===== src/rtl/npcs_pkg.sv =====
// ----------------------------------------------------------------------------
// npcs_pkg
// Shared types and constants of the nearest palette color search block.
// ----------------------------------------------------------------------------
package npcs_pkg;

  localparam int PALETTE_SIZE = 256;
  localparam int IDX_W        = $clog2(PALETTE_SIZE);
  localparam int RGB_W        = 24;
  localparam int CHAN_W       = 8;
  localparam int SQ_W         = 2 * CHAN_W;
  // Three squared channel differences sum to at most 195075.
  localparam int DIST_W       = 18;

  localparam logic MODE_WRITE  = 1'b0;
  localparam logic MODE_LOOKUP = 1'b1;

  typedef enum logic [1:0] {
    ST_IDLE,
    ST_SCAN,
    ST_DRAIN,
    ST_FINISH
  } npcs_state_t;

  // Tag that travels with each palette entry through the scan pipeline.
  typedef struct packed {
    logic             vld;
    logic             last;
    logic [IDX_W-1:0] idx;
  } npcs_tag_t;

endpackage


===== src/rtl/npcs_dist.sv =====
// ----------------------------------------------------------------------------
// npcs_dist
// Two-stage squared RGB distance: channel squares, then their sum.
// ----------------------------------------------------------------------------
module npcs_dist (
  input  logic                          clk,
  input  logic                          rst,
  input  logic [npcs_pkg::RGB_W-1:0]    pix_rgb,
  input  logic [npcs_pkg::RGB_W-1:0]    ent_rgb,
  input  npcs_pkg::npcs_tag_t           tag_in,
  output logic [npcs_pkg::DIST_W-1:0]   sq_dist,
  output npcs_pkg::npcs_tag_t           tag_out
);
  import npcs_pkg::*;

  logic [CHAN_W-1:0] diff [3];
  logic [SQ_W-1:0]   sq   [3];
  npcs_tag_t         tag_sq;

  always_comb begin
    for (int c = 0; c < 3; c++) begin
      logic [CHAN_W-1:0] a;
      logic [CHAN_W-1:0] b;
      a = pix_rgb[c*CHAN_W +: CHAN_W];
      b = ent_rgb[c*CHAN_W +: CHAN_W];
      diff[c] = (a > b) ? (a - b) : (b - a);
    end
  end

  always_ff @(posedge clk) begin
    for (int c = 0; c < 3; c++) begin
      sq[c] <= SQ_W'(diff[c] * diff[c]);
    end
    sq_dist <= DIST_W'(sq[0]) + DIST_W'(sq[1]) + DIST_W'(sq[2]);
  end

  always_ff @(posedge clk) begin
    if (rst) begin
      tag_sq  <= '0;
      tag_out <= '0;
    end else begin
      tag_sq  <= tag_in;
      tag_out <= tag_sq;
    end
  end

endmodule


===== config.mk =====
export PLATFORM = sky130hd
export DESIGN_NAME = npcs_dist
export DESIGN_NICKNAME = d
export VERILOG_FILES = /design/src/rtl/npcs_pkg.sv /design/src/rtl/npcs_dist.sv
export SDC_FILE = /design/constraint.sdc
export NUM_CORES = 1
export LEC_CHECK = 0
export BUFFER_PORTS_ARGS = -buffer_cell sky130_fd_sc_hd__buf_4
export CAP_MARGIN = 20
export CORE_UTILIZATION = 52
export CTS_CLUSTER_SIZE = 24
export DETAILED_ROUTE_END_ITERATION = 8
export PLACE_DENSITY_LB_ADDON = 0.08
export SYNTH_ARGS = -nofsm -noshare
export SYNTH_HDL_FRONTEND = slang
export SYNTH_SLANG_ARGS = --single-unit

===== constraint.sdc =====
create_clock -name clk -period 9.4 [get_ports clk]
set_clock_uncertainty 0.15 [all_clocks]
set_input_delay 2.35 -clock clk [delete_from_list [all_inputs] [get_ports clk]]
set_output_delay 2.35 -clock clk [all_outputs]
set_load 0.01 [all_outputs]

==> flow_metrics.py <==
metrics = {
    "worst_setup_path": {
        "cp.arrival_ps": 8550,
        "crit_fanout": 11,
        "cp_data_required_time_ps": 9460,
        "start_kind": "input port",
        "critPathKind": "in -> reg",
        "end_kind": "register",
    },
    "synthesis": {
        "synth_top_family_by_area": "adder cells",
        "syn-mean-instance-area_um2": 9.26,
        "synth-warning-count": 0,
        "synth-seq-area-share_pct": 17.0,
        "synth_cells": 1055,
        "synth_fa_ha_area_share_pct": 39.0,
        "synthSimpleGateAreaFrac_pct": 12.2,
        "ys_seq_elements": 83,
        "synth_compound_area_share_pct": 12.1,
        "async_reset_ff_share_pct": 0,
        "synthXorXnorAreaFrac_pct": 8.12,
        "synth_enable_flop_cells": 0,
        "synth_mux_area_share_pct": 2.37,
        "syn-cell-area_um2": 9770,
        "synth_cell_types": 66,
        "synthFlopType": "dfxtp_1",
    },
    "sta": {
        "setup_tns_ps": 0,
        "max_slew_margin_pct": 35.0,
        "period_share_pct": 90.3,
        "slew_viol_final": 0,
        "worst_pin_slew_ps": 969,
        "max_freq_ghz": 0.118,
        "min_period_ps": 8490,
        "setup_viol": 0,
        "rsz0062_at_grt": "false",
        "hold_violations": 0,
    },
    "global_route": {
        "overflow": 0,
        "antenna_found_initial": 0,
        "grtUsageMet3_pct": 2.69,
        "grt_usage_pct": 19.0,
        "globalRouteMet1Util_pct": 26.9,
        "grt_max_degree": 21,
        "grt_pass1_wl_um": 30800,
        "top_usage_layer": "met2",
        "grtUsageMet2_pct": 31.7,
        "grt_pass1_vias": 6724,
    },
    "min_path": {
        "hold_class": "reg -> reg",
    },
    "clock_network": {
        "cts_buffers": 9,
        "postCtsSetupRepairBufs": 0,
        "clk_path_buf_depth": 2,
        "cts_tree": "yes",
        "ctsRootBufferMaster": "clkbuf_16",
        "holdBufCountCts": 0,
        "cts.sinks": 83,
        "cts_max_level": 3,
        "clk_pin_slew_worst_paths_ps": 70,
        "ctsResizeCount": 0,
        "insertion_delay_ps": 330,
    },
    "layout": {
        "final_cell_mix": "inv_1 (199), ha_1 (149), fa_1 (97)",
        "multi_input_area_um2": 7220,
        "num_antenna_cells": 0,
        "nFillCells": 1628,
        "num-nets-final": 1444,
        "regArea_um2": 1660,
        "layout_commonest_cell": "inv_1",
        "drive_gt1_share_pct": 13.9,
        "syn2layout_area_growth_pct": 11.7,
    },
    "route": {
        "wl_per_cell_um": 12.4,
        "wl_um": 17100,
        "drt_pass1_iterations": 6,
        "avgViaCountPerCell": 5.06,
        "dr_total_vias": 6936,
        "drt_iter0_markers": 264,
        "route.detailed.drc": 8,
        "antenna_left": 0,
    },
    "die": {
        "coreArea_um2": 18200,
        "die_area_um2": 19300,
        "ios": 88,
        "die_width_um": 139,
        "die_h_um": 139,
        "initial_core_util_pct": 53.6,
        "core.rowCount": 49,
    },
    "place": {
        "place.gp.congestion": 0.871,
        "dp_hpwl_um": 14500,
        "portBuffers": 87,
    },
    "flow_run": {
        "drv_cap": 0,
    },
    "run_status": {
        "outcome": "finished with violations",
        "violations": "DRC",
    },
}
kinds of logic after synthesis:
family / count (synthesis)
buffers and inverters: 223
other: 1
and+or+nand+nor: 236
DFF: 83
xor gates and xnor gates: 76
muxes: 19
adders and majority gates: 246
AOI/OAI and AO/OA: 171
flip-flops by register name (all words and copies together), names as in the netlist:
name	count
sq	45
sq_dist	18
tag_out	10
tag_sq	10
layout make-up:
type / count / area share (%)
clock buffer: 9 / 2.07
clock inverter: 7 / 0.608
inverter: 201 / 6.92
multi-input combinational: 751 / 66.2
sequential: 83 / 15.2
tap: 229 / 2.63
timing repair buffer: 92 / 6.33
final timing paths:
path | from | to | slack (ps) | cells after the start
setup / recovery | pix_rgb[0] | sq[0][12]$_DFF_P_ | 910 | 24
hold / removal | tag_sq[0]$_SDFF_PP0_ | tag_out[0]$_SDFF_PP0_ | 290 | 1
hold reg to reg | tag_sq[0]$_SDFF_PP0_ | tag_out[0]$_SDFF_PP0_ | 290 | 1
setup reg to reg | sq[0][3]$_DFF_P_ | sq_dist[14]$_DFF_P_ | 6350 | 9
synthesized netlist by cell type (all sizes together) (3+ instances only):
| cell | count | area share, % |
|---|---|---|
| a211oi | 4 | 0.31 |
| a21o | 32 | 2.5 |
| a21oi | 64 | 3.7 |
| a221oi | 5 | 0.81 |
| a31o | 3 | 0.27 |
| a31oi | 8 | 0.67 |
| and3 | 4 | 0.31 |
| and4 | 4 | 0.36 |
| buf | 14 | 1.1 |
| clkbuf | 8 | 0.31 |
| dfxtp | 83 | 17 |
| fa | 97 | 20 |
| ha | 149 | 19 |
| inv | 201 | 7.7 |
| mux2i | 19 | 2.4 |
| nand2 | 30 | 1.2 |
| nand2b | 10 | 0.64 |
| nand3 | 3 | 0.15 |
| nand3b | 8 | 0.62 |
| nand4 | 9 | 0.64 |
| nor2 | 102 | 4.1 |
| nor2b | 24 | 1.5 |
| nor3 | 13 | 0.67 |
| nor4b | 3 | 0.27 |
| o21a | 6 | 0.46 |
| o21ai | 21 | 1.1 |
| o21bai | 6 | 0.46 |
| o22ai | 5 | 0.32 |
| o2bb2ai | 3 | 0.33 |
| o31a | 3 | 0.27 |
| or2 | 19 | 1.2 |
| xnor2 | 51 | 5.2 |
| xor2 | 25 | 2.9 |
worst max-delay path: stages:
cell	delay [ps]
buf_4	110
inv_1	50
ha_1	160
inv_1	50
fa_1	410
a21o_1	240
a221oi_4	330
a21oi_4	170
mux2i_1	170
xnor2_1	780
nor2_1	200
fa_1	530
fa_1	490
inv_1	50
fa_1	440
fa_1	490
inv_1	40
ha_1	300
inv_1	70
nor2_1	100
o31a_1	170
o22ai_1	140
and4b_1	220
or4b_1	470
routing by layer:
| layer | vias to the layer above | part of all wire [%] |
|---|---|---|
| li1 | 3579 | - |
| met1 | 3254 | 50 |
| met2 | 95 | 47 |
| met3 | 8 | 2.8 |
| met4 | 0 | 0.28 |
| met5 | - | 0 |
per-stage QoR:
stage | std cells | util [%] | hold slack [ps] | setup WS (ps) | cell area, um^2
after floorplan | 1057 | - | 264 | 1250 | 9770
after global placement | 1356 | 58.3 | 265 | 647 | 10600
after detailed placement | 1356 | 58.3 | 275 | 593 | 10600
after CTS | 1372 | 59.9 | 290 | 922 | 10900
after global routing | 1372 | 59.9 | 300 | 429 | 10900
final | 1372 | 59.9 | 285 | 913 | 10900
Power is not shown: default switching activity piles up to over one toggle a cycle in this logic, so the estimate is an artifact.
